==> src/rtl/ncc_pkg.sv <==
`default_nettype none

package ncc_pkg;

    // Table size and channel precision.
    localparam int CLASS_COUNT = 6;
    localparam int CHANNEL_BITS = 16;

    // Field widths fixed by the interface.
    localparam int OP_W = 1;
    localparam int INDEX_W = 3;
    localparam int PORT_CHAN_W = 16;

    // Derived widths.
    localparam int CLASS_W = (CLASS_COUNT > 1) ? $clog2(CLASS_COUNT) : 1;
    localparam int CHAN_COUNT = 3;
    localparam int FRAC_SHIFT = 8;
    localparam int NUM_W = CHANNEL_BITS + FRAC_SHIFT;
    localparam int QUOT_W = 16;
    localparam int BITS_PER_STEP = 4;
    localparam int DIV_STEPS = QUOT_W / BITS_PER_STEP;
    localparam int STEP_W = (DIV_STEPS > 1) ? $clog2(DIV_STEPS) : 1;
    localparam int SQ_W = 2 * QUOT_W;
    localparam int SUM_W = SQ_W + 2;

    // Operation codes of the op field.
    localparam logic [OP_W-1:0] OP_LOAD = 1'b0;
    localparam logic [OP_W-1:0] OP_CLASSIFY = 1'b1;

    // Color channel selector.
    typedef enum logic [1:0] {
        CH_RED,
        CH_GREEN,
        CH_BLUE
    } chan_t;

    // Commands from the controller to the datapath.
    typedef struct packed {
        logic                 load;
        logic                 capture;
        logic                 setup;
        logic                 div_step;
        logic                 square;
        logic                 accum;
        logic                 compare;
        logic                 first_class;
        logic                 report;
        logic [CLASS_W-1:0]   class_sel;
        chan_t                chan_sel;
    } cmd_t;

endpackage

`default_nettype wire

==> src/rtl/ncc_ctrl.sv <==
`default_nettype none

module ncc_ctrl (
    input  wire logic                              clk,
    input  wire logic                              rst_n,
    input  wire logic                              start,
    input  wire logic [ncc_pkg::OP_W-1:0]          op,
    output ncc_pkg::cmd_t                          cmd,
    output logic                                   busy
);

    typedef enum logic [2:0] {
        IDLE,
        SETUP,
        DIVIDE,
        SQUARE,
        ACCUM,
        COMPARE,
        REPORT
    } state_t;

    localparam logic [ncc_pkg::CLASS_W-1:0] LAST_CLASS =
        ncc_pkg::CLASS_W'(ncc_pkg::CLASS_COUNT - 1);
    localparam logic [ncc_pkg::STEP_W-1:0] LAST_STEP =
        ncc_pkg::STEP_W'(ncc_pkg::DIV_STEPS - 1);

    state_t                          state_reg;
    state_t                          state_next;
    logic [ncc_pkg::CLASS_W-1:0]     class_reg;
    logic [ncc_pkg::CLASS_W-1:0]     class_next;
    ncc_pkg::chan_t                  chan_reg;
    ncc_pkg::chan_t                  chan_next;
    logic [ncc_pkg::STEP_W-1:0]      step_reg;
    logic [ncc_pkg::STEP_W-1:0]      step_next;
    logic                            busy_reg;
    logic                            accept;

    assign accept = start && !busy_reg;

    always_comb
    begin
        state_next = state_reg;
        class_next = class_reg;
        chan_next  = chan_reg;
        step_next  = step_reg;
        cmd        = '0;
        cmd.class_sel = class_reg;
        cmd.chan_sel  = chan_reg;
        case (state_reg)
            IDLE:
            begin
                if (accept && (op == ncc_pkg::OP_CLASSIFY))
                begin
                    cmd.capture = 1'b1;
                    class_next  = '0;
                    chan_next   = ncc_pkg::CH_RED;
                    state_next  = SETUP;
                end
                else if (accept)
                begin
                    cmd.load = 1'b1;
                end
            end
            SETUP:
            begin
                cmd.setup  = 1'b1;
                step_next  = '0;
                state_next = DIVIDE;
            end
            DIVIDE:
            begin
                cmd.div_step = 1'b1;
                step_next    = step_reg + 1'b1;
                if (step_reg == LAST_STEP)
                begin
                    state_next = SQUARE;
                end
            end
            SQUARE:
            begin
                cmd.square = 1'b1;
                state_next = ACCUM;
            end
            ACCUM:
            begin
                cmd.accum = 1'b1;
                if (chan_reg == ncc_pkg::CH_BLUE)
                begin
                    state_next = COMPARE;
                end
                else
                begin
                    chan_next  = ncc_pkg::chan_t'(chan_reg + 2'd1);
                    state_next = SETUP;
                end
            end
            COMPARE:
            begin
                cmd.compare     = 1'b1;
                cmd.first_class = (class_reg == '0);
                chan_next       = ncc_pkg::CH_RED;
                if (class_reg == LAST_CLASS)
                begin
                    state_next = REPORT;
                end
                else
                begin
                    class_next = class_reg + 1'b1;
                    state_next = SETUP;
                end
            end
            REPORT:
            begin
                cmd.report = 1'b1;
                state_next = IDLE;
            end
            default:
            begin
                state_next = IDLE;
            end
        endcase
    end

    always_ff @(posedge clk or negedge rst_n)
    begin
        if (!rst_n)
        begin
            state_reg <= IDLE;
            class_reg <= '0;
            chan_reg  <= ncc_pkg::CH_RED;
            step_reg  <= '0;
            busy_reg  <= 1'b0;
        end
        else
        begin
            state_reg <= state_next;
            class_reg <= class_next;
            chan_reg  <= chan_next;
            step_reg  <= step_next;
            busy_reg  <= (state_next != IDLE);
        end
    end

    assign busy = busy_reg;

`ifndef SYNTHESIS
    // The class counter never walks past the last table entry.
    a_class_bound: assert property (@(posedge clk) disable iff (!rst_n)
        32'(class_reg) < ncc_pkg::CLASS_COUNT)
        else $error("class counter out of range");

    // An accepted classify beat makes the block busy on the next cycle.
    a_classify_busy: assert property (@(posedge clk) disable iff (!rst_n)
        (accept && (op == ncc_pkg::OP_CLASSIFY)) |=> busy_reg)
        else $error("classify beat did not start the sequencer");

    // A load beat completes in its own cycle and leaves the block idle.
    a_load_idle: assert property (@(posedge clk) disable iff (!rst_n)
        (accept && (op == ncc_pkg::OP_LOAD)) |=> !busy_reg)
        else $error("load beat made the block busy");

    // The result is reported only after the last class has been compared.
    a_report_order: assert property (@(posedge clk) disable iff (!rst_n)
        (state_reg == REPORT) |-> ($past(state_reg) == COMPARE)
            && ($past(class_reg) == LAST_CLASS))
        else $error("report without a full class sweep");
`endif

endmodule

`default_nettype wire

==> src/rtl/ncc_dpath.sv <==
`default_nettype none

module ncc_dpath (
    input  wire logic                                  clk,
    input  wire logic                                  rst_n,
    input  wire ncc_pkg::cmd_t                         cmd,
    input  wire logic [ncc_pkg::INDEX_W-1:0]           class_index,
    input  wire logic [ncc_pkg::PORT_CHAN_W-1:0]       red_level,
    input  wire logic [ncc_pkg::PORT_CHAN_W-1:0]       green_level,
    input  wire logic [ncc_pkg::PORT_CHAN_W-1:0]       blue_level,
    input  wire logic [ncc_pkg::PORT_CHAN_W-1:0]       red_spread,
    input  wire logic [ncc_pkg::PORT_CHAN_W-1:0]       green_spread,
    input  wire logic [ncc_pkg::PORT_CHAN_W-1:0]       blue_spread,
    output logic                                       done,
    output logic [ncc_pkg::INDEX_W-1:0]                nearest_class
);

    localparam int CB = ncc_pkg::CHANNEL_BITS;
    localparam int QW = ncc_pkg::QUOT_W;

    // Class table: reset to zero means and zero spreads.
    logic [CB-1:0] means_reg   [ncc_pkg::CLASS_COUNT][ncc_pkg::CHAN_COUNT];
    logic [CB-1:0] spreads_reg [ncc_pkg::CLASS_COUNT][ncc_pkg::CHAN_COUNT];

    logic [CB-1:0] in_level  [ncc_pkg::CHAN_COUNT];
    logic [CB-1:0] in_spread [ncc_pkg::CHAN_COUNT];
    logic [CB-1:0] sample_reg [ncc_pkg::CHAN_COUNT];
    logic          load_hit;
    logic [ncc_pkg::CLASS_W-1:0] load_sel;

    // Term setup.
    logic [CB-1:0] sample_sel;
    logic [CB-1:0] mean_sel;
    logic [CB-1:0] spread_sel;
    logic [CB-1:0] diff;
    logic [CB-1:0] den;
    logic [ncc_pkg::NUM_W-1:0] num_full;

    // Divider.
    logic [CB-1:0] den_reg;
    logic [CB-1:0] rem_reg;
    logic [CB-1:0] rem_next;
    logic [QW-1:0] num_reg;
    logic [QW-1:0] num_next;
    logic [QW-1:0] quot_reg;
    logic [QW-1:0] quot_next;
    logic          sat_reg;
    logic [CB:0]   trial;
    logic [QW-1:0] quot_eff;

    // Square, sum and best-so-far.
    logic [ncc_pkg::SQ_W-1:0]  prod_reg;
    logic [ncc_pkg::SUM_W-1:0] sum_reg;
    logic [ncc_pkg::SUM_W-1:0] best_reg;
    logic [ncc_pkg::CLASS_W-1:0] best_class_reg;
    logic                        done_reg;
    logic [ncc_pkg::INDEX_W-1:0] result_reg;

    assign in_level[0]  = CB'(red_level);
    assign in_level[1]  = CB'(green_level);
    assign in_level[2]  = CB'(blue_level);
    assign in_spread[0] = CB'(red_spread);
    assign in_spread[1] = CB'(green_spread);
    assign in_spread[2] = CB'(blue_spread);

    assign load_hit = cmd.load && (32'(class_index) < ncc_pkg::CLASS_COUNT);
    assign load_sel = ncc_pkg::CLASS_W'(class_index);

    always_ff @(posedge clk or negedge rst_n)
    begin
        if (!rst_n)
        begin
            for (int c = 0; c < ncc_pkg::CLASS_COUNT; c++)
            begin
                for (int k = 0; k < ncc_pkg::CHAN_COUNT; k++)
                begin
                    means_reg[c][k]   <= '0;
                    spreads_reg[c][k] <= '0;
                end
            end
        end
        else if (load_hit)
        begin
            for (int k = 0; k < ncc_pkg::CHAN_COUNT; k++)
            begin
                means_reg[load_sel][k]   <= in_level[k];
                spreads_reg[load_sel][k] <= in_spread[k];
            end
        end
    end

    // The quotient saturates exactly when diff >= 256 * den; otherwise the
    // integer part of diff / 256 is already a valid partial remainder and
    // only the sixteen low quotient bits remain to be found.
    assign sample_sel = sample_reg[cmd.chan_sel];
    assign mean_sel   = means_reg[cmd.class_sel][cmd.chan_sel];
    assign spread_sel = spreads_reg[cmd.class_sel][cmd.chan_sel];
    assign diff       = (sample_sel >= mean_sel) ? (sample_sel - mean_sel)
                                                 : (mean_sel - sample_sel);
    assign den        = (spread_sel == '0) ? CB'(1) : spread_sel;
    assign num_full   = {diff, {ncc_pkg::FRAC_SHIFT{1'b0}}};

    // Restoring division, several quotient bits per cycle.
    always_comb
    begin
        rem_next  = rem_reg;
        num_next  = num_reg;
        quot_next = quot_reg;
        trial     = '0;
        for (int i = 0; i < ncc_pkg::BITS_PER_STEP; i++)
        begin
            trial = {rem_next, num_next[QW-1]};
            if (trial >= {1'b0, den_reg})
            begin
                rem_next  = CB'(trial - {1'b0, den_reg});
                quot_next = {quot_next[QW-2:0], 1'b1};
            end
            else
            begin
                rem_next  = trial[CB-1:0];
                quot_next = {quot_next[QW-2:0], 1'b0};
            end
            num_next = {num_next[QW-2:0], 1'b0};
        end
    end

    assign quot_eff = sat_reg ? {QW{1'b1}} : quot_reg;

    always_ff @(posedge clk)
    begin
        if (cmd.capture)
        begin
            for (int k = 0; k < ncc_pkg::CHAN_COUNT; k++)
            begin
                sample_reg[k] <= in_level[k];
            end
            sum_reg <= '0;
        end
        if (cmd.setup)
        begin
            den_reg  <= den;
            sat_reg  <= ((diff >> ncc_pkg::FRAC_SHIFT) >= den);
            rem_reg  <= CB'(num_full >> QW);
            num_reg  <= num_full[QW-1:0];
            quot_reg <= '0;
        end
        if (cmd.div_step)
        begin
            rem_reg  <= rem_next;
            num_reg  <= num_next;
            quot_reg <= quot_next;
        end
        if (cmd.square)
        begin
            prod_reg <= quot_eff * quot_eff;
        end
        if (cmd.accum)
        begin
            sum_reg <= sum_reg + ncc_pkg::SUM_W'(prod_reg);
        end
        if (cmd.compare)
        begin
            if (cmd.first_class || (sum_reg < best_reg))
            begin
                best_reg       <= sum_reg;
                best_class_reg <= cmd.class_sel;
            end
            sum_reg <= '0;
        end
        if (cmd.report)
        begin
            result_reg <= ncc_pkg::INDEX_W'(best_class_reg);
        end
    end

    always_ff @(posedge clk or negedge rst_n)
    begin
        if (!rst_n)
        begin
            done_reg <= 1'b0;
        end
        else
        begin
            done_reg <= cmd.report;
        end
    end

    assign done          = done_reg;
    assign nearest_class = result_reg;

endmodule

`default_nettype wire

==> src/rtl/nearest_color_class_top.sv <==
`default_nettype none

// Nearest color class: a six-entry table of per-class red, green and blue
// means and spreads (unsigned Q0.16), and a classifier that returns the class
// whose normalized squared distance sum(((sample - mean) / spread)^2) to a
// sample is smallest, the lower index winning ties. A beat is taken at a
// rising edge where start is high and busy is low. A load beat (op = 0)
// writes the table entry named by class_index in that same cycle, gives no
// result and leaves busy low, so loads may follow one another every cycle;
// an index past the last class is ignored. A classify beat (op = 1) raises
// busy while every class is swept, and nearest_class then appears with done
// high for exactly one cycle, the first cycle in which busy is low again; a
// new beat may be taken in that same cycle. The receiver cannot stall: the
// result must be taken in its done cycle. The sweep is paced by the single
// shared divider, which finds four quotient bits a cycle for each of the
// eighteen class and channel terms, with a step each to set up the term,
// square the Q8.8 quotient and add it to the class sum, and a step per class
// to compare against the best sum so far. A spread of zero counts as one
// least significant bit, and each quotient saturates at 255.996.
// After reset the table holds zero means and zero spreads.
module nearest_color_class_top (
    input  wire logic                                  clk,
    input  wire logic                                  rst_n,
    input  wire logic                                  start,
    output logic                                       busy,
    input  wire logic [ncc_pkg::OP_W-1:0]              op,
    input  wire logic [ncc_pkg::INDEX_W-1:0]           class_index,
    input  wire logic [ncc_pkg::PORT_CHAN_W-1:0]       red_level,
    input  wire logic [ncc_pkg::PORT_CHAN_W-1:0]       green_level,
    input  wire logic [ncc_pkg::PORT_CHAN_W-1:0]       blue_level,
    input  wire logic [ncc_pkg::PORT_CHAN_W-1:0]       red_spread,
    input  wire logic [ncc_pkg::PORT_CHAN_W-1:0]       green_spread,
    input  wire logic [ncc_pkg::PORT_CHAN_W-1:0]       blue_spread,
    output logic                                       done,
    output logic [ncc_pkg::INDEX_W-1:0]                nearest_class
);

    // Command bundle from the sequencer; it selects the class and channel
    // being worked on and steps the datapath through setup, divide, square and
    // accumulate for each term and compare for each class.
    ncc_pkg::cmd_t cmd;

    // The sequencer decodes the beat and walks all classes and channels.
    ncc_ctrl u_ctrl (
        .clk   (clk),
        .rst_n (rst_n),
        .start (start),
        .op    (op),
        .cmd   (cmd),
        .busy  (busy)
    );

    // The datapath holds the class table, the sample, the shared divider,
    // the squarer, the class sum and the best class so far.
    ncc_dpath u_dpath (
        .clk           (clk),
        .rst_n         (rst_n),
        .cmd           (cmd),
        .class_index   (class_index),
        .red_level     (red_level),
        .green_level   (green_level),
        .blue_level    (blue_level),
        .red_spread    (red_spread),
        .green_spread  (green_spread),
        .blue_spread   (blue_spread),
        .done          (done),
        .nearest_class (nearest_class)
    );

endmodule

`default_nettype wire
==> config.mk <==
export PLATFORM = sky130hd
export DESIGN_NAME = nearest_color_class_top
export DESIGN_NICKNAME = d
export VERILOG_FILES = /design/src/rtl/ncc_pkg.sv /design/src/rtl/ncc_ctrl.sv /design/src/rtl/ncc_dpath.sv /design/src/rtl/nearest_color_class_top.sv
export SDC_FILE = /design/constraint.sdc
export NUM_CORES = 2
export LEC_CHECK = 0
export ABC_AREA = 1
export ABC_CLOCK_PERIOD_IN_PS = 8400
export BUFFER_PORTS_ARGS = -buffer_cell sky130_fd_sc_hd__buf_2
export CELL_PAD_IN_SITES_DETAIL_PLACEMENT = 0
export CELL_PAD_IN_SITES_GLOBAL_PLACEMENT = 1
export CORE_MARGIN = 4
export CORE_UTILIZATION = 35
export DETAILED_ROUTE_END_ITERATION = 8
export PLACE_DENSITY = 0.66
export SETUP_SLACK_MARGIN = 0.4
export SYNTH_ARGS = -nofsm -noshare
export SYNTH_HDL_FRONTEND = slang
export SYNTH_SLANG_ARGS = --single-unit
==> constraint.sdc <==
create_clock -name clk -period 8.4 [get_ports clk]
set_clock_uncertainty 0.2 [all_clocks]
set_input_delay 1.68 -clock clk [delete_from_list [all_inputs] [get_ports clk]]
set_output_delay 1.68 -clock clk [all_outputs]
set_load 0.1 [all_outputs]
==> flow_metrics.env <==
export IMPL_hold_violations=0
export IMPL_drt_initial_drc_count=3272
export IMPL_swShare_pct=22.5
export IMPL_arrival_ns=7.68
export IMPL_overflow=0
export IMPL_cp_common_cell="nand2_1"
export IMPL_end_kind="flip-flop"
export IMPL_p_clk_share_pct=49.6
export IMPL_synth_area_um2=48600
export IMPL_timing_hold_ws_ns=0.225
export IMPL_drc_errors=0
export IMPL_dieArea_um2=145000
export IMPL_ff_latch_area_um2=20700
export IMPL_cts_hold_buf=0
export IMPL_grt_usage_pct=20.6
export IMPL_tightest_slew_ns=1.19
export IMPL_hpwlAfterDp_um=102000
export IMPL_syn_nets=6384
export IMPL_p_sw_mw=1.83
export IMPL_crit_buf_inv=7
export IMPL_p_seq_share_pct=48.5
export IMPL_power_mw=8.14
export IMPL_synth_compound_area_share_pct=17.9
export IMPL_syn_inst=5845
export IMPL_cpLargestDelayFamily="simple AND/OR/NAND/NOR gates"
export IMPL_crit_slowest_cell="edfxtp_1"
export IMPL_synthArstFlopShare_pct=73.7
export IMPL_wire_per_inst_um=19.4
export IMPL_grt_pass1_vias=39800
export IMPL_setup_tns_ns=0
export IMPL_avgViaCountPerCell=5.14
export IMPL_yosysSeqAreaShare_pct=42.6
export IMPL_slowest_delay_ns=0.50
export IMPL_htreeDepth=3
export IMPL_synth_top_area_share_pct=30.3
export IMPL_path_max_fanout=16
export IMPL_setup_violations=0
export IMPL_ys_seq_elements=798
export IMPL_power_leakage_nw=26.0
export IMPL_fillCellCount=14000
export IMPL_cts_buffers=93
export IMPL_cp_required_ns=8.62
export IMPL_cts_root_buf="clkbuf_16"
export IMPL_clkTransAtPathRegs_ns=0.06
export IMPL_gp_routability_congestion=0.887
export IMPL_drt_antenna_violating_nets=0
export IMPL_synth_xor_xnor_area_share_pct=1.86
export IMPL_rows=136
export IMPL_start_util_pct=35.3
export IMPL_multiInputGateArea_um2=24600
export IMPL_ios=108
export IMPL_synthSimpleGateAreaFrac_pct=16.1
export IMPL_wl_um=152000
export IMPL_area_delta_synth_final_pct=13.8
export IMPL_postSynthAreaPerCell_um2=8.31
export IMPL_slew_headroom_pct=21.0
export IMPL_period_share_pct=88.8
export IMPL_p_comb_share_pct=1.8
export IMPL_min_path_type="reg2reg"
export IMPL_synth_area_leader_cell="dfrtp_1"
export IMPL_finalNetCount=6490
export IMPL_yosys_top_cells_count="1165 x nand2_1, 1034 x o21ai_0, 670 x inv_1"
export IMPL_pwr_density_cell_nw_per_um2=147
export IMPL_clk_latency_ns=0.71
export IMPL_synth_adder_area_share_pct=13.9
export IMPL_coreArea_um2=138000
export IMPL_synth_distinct_cells=59
export IMPL_period_needed_ns=7.46
export IMPL_grt_max_degree=157
export IMPL_muxShareOfSynthArea_pct=0.0206
export IMPL_grt_pass1_wl_um=237000
export IMPL_fmax_ghz=0.134
export IMPL_cap_viol_max_count=0
export IMPL_drive_above_1_share_pct=9.75
export IMPL_layout_cells_non_filler=7828
export IMPL_synth_top_family_by_area="compound AO/OA/AOI/OAI gates"
export IMPL_synth_ff_type="dfrtp_1"
export IMPL_status="completed"
export IMPL_synth_area_leaders="dfrtp_1 30%, edfxtp_1 11%, o21ai_0 11%"
export IMPL_cts_tree="done"
export IMPL_place_inst=7628
export IMPL_cp_start_kind="flip-flop"
export IMPL_fp_dieW_um=380
export IMPL_fp_dieH_um=380
export IMPL_critPathKind="reg2reg"
export IMPL_drtPass1Iterations=6
export IMPL_synth_most_common_cell="nand2_1"
export IMPL_yosysWarnings=0
export IMPL_rsz0062_at_grt="true"
export IMPL_antenna_found_initial=11
export IMPL_vdd_ir_drop_worst_mv=0.158
export IMPL_cts_sinks=798
export IMPL_p_int_mw=6.31
export IMPL_placement_io_buffers=107
export IMPL_drv_slew=0
export IMPL_cts_buffer_depth=3
export IMPL_vias=40200
export IMPL_synth_edff_count=176
==> layer usage <==
metal	global-route usage [%]	part of all wire, %
met2	32.3	44
met4	4.87	2.4
met3	3.52	5.3
met1	29.8	48
met5	0	0.016
==> cell usage in the layout, fill, tap and decap left out, types with 25 or more instances in the layout <==
cell type | Yosys | final
o22ai_1 | 65 | 65
xnor2_1 | 40 | 40
ha_1 | 266 | 249
fa_1 | 170 | 169
nor2_1 | 555 | 543
inv_1 | 670 | 664
xor2_1 | 63 | 62
edfxtp_1 | 176 | 176
dfxtp_1 | 34 | 34
clkbuf_16 | 0 | 95
nand3_1 | 122 | 115
o221ai_1 | 68 | 68
buf_4 | 4 | 192
dfrtp_1 | 588 | 585
buf_2 | 10 | 106
clkbuf_1 | 269 | 25
o21ai_0 | 1034 | 1019
a21oi_1 | 229 | 222
o211ai_1 | 25 | 25
o21ai_1 | 29 | 35
nand4_1 | 28 | 28
nand2_1 | 1165 | 1161
==> cell families after synthesis <==
logic type | Yosys count
buffers and inverters | 975
AND/OR/NAND/NOR | 1954
multiplexers | 1
flip-flops | 798
adder cells (fa/ha/maj) | 436
AO/OA/AOI/OAI | 1578
XOR/XNOR | 103
==> worst paths after layout <==
path	from	end	slack, ns	depth (start not counted)
max	u_dpath.rem_reg[12]	u_dpath.rem_reg[0]	0.94	46
min	u_dpath.best_class_reg[1]	u_dpath.nearest_class[1]	0.22	0
max reg2reg	u_dpath.rem_reg[12]	u_dpath.rem_reg[0]	0.94	46
min reg2reg	u_dpath.best_class_reg[1]	u_dpath.nearest_class[1]	0.22	0
max in group asynchronous	rst_n	u_dpath.means_reg[261]	5.25	3
min in group asynchronous	rst_n	u_dpath.spreads_reg[22]	0.82	1
==> metrics by stage <==
step	utilization (%)	setup slack, ns	cell area, µm²
3_3_place_gp	37.6	0.463	51700
2_1_floorplan	-	1.17	48600
3_5_place_dp	37.6	0.369	51700
6_report	40.2	0.941	55300
5_1_grt	40.2	0.297	55300
4_1_cts	39.8	0.414	54800
==> worst reg2reg max path, delay by kind of cell (launching register included) <==
kind,cells,cell delay (ns)
and+or+nand+nor,26,2.72
AOI/OAI and AO/OA,9,1.45
adders and majority gates,4,1.45
DFF,1,0.50
buffers and inverters,7,0.88
==> power by group through the flow <==
stage          Sequential, mW  Combinational [mW]  Clock (mW)
4_1_cts                  3.95               0.156        4.16
3_5_place_dp             4.02               0.155           0
5_1_grt                  3.95               0.171        4.33
3_3_place_gp             4.02               0.156           0
6_report                 3.95               0.150        4.04
2_1_floorplan            4.02              0.0253           0
==> area by class of cell <==
type / instances / share of cell area, %
Antenna cell: 3 / 0.0136
Clock buffer: 140 / 4.97
Clock inverter: 35 / 0.577
Timing Repair Buffer: 308 / 3.91
Inverter: 677 / 4.62
Tap cell: 1794 / 4.06
Multi-Input combinational cell: 4073 / 44.4
Sequential cell: 798 / 37.4
==> repair_timing <==
| action | 4_1_cts | 5_1_grt |
|---|---|---|
| buffers inserted | 2 | 19 |
| gates cloned | 0 | 1 |
| endpoints found under the setup margin | 13 | 17 |
| pin swaps | 1 | 10 |
| resized for setup | 4 | 74 |
Power figures use the tool's default switching activity.
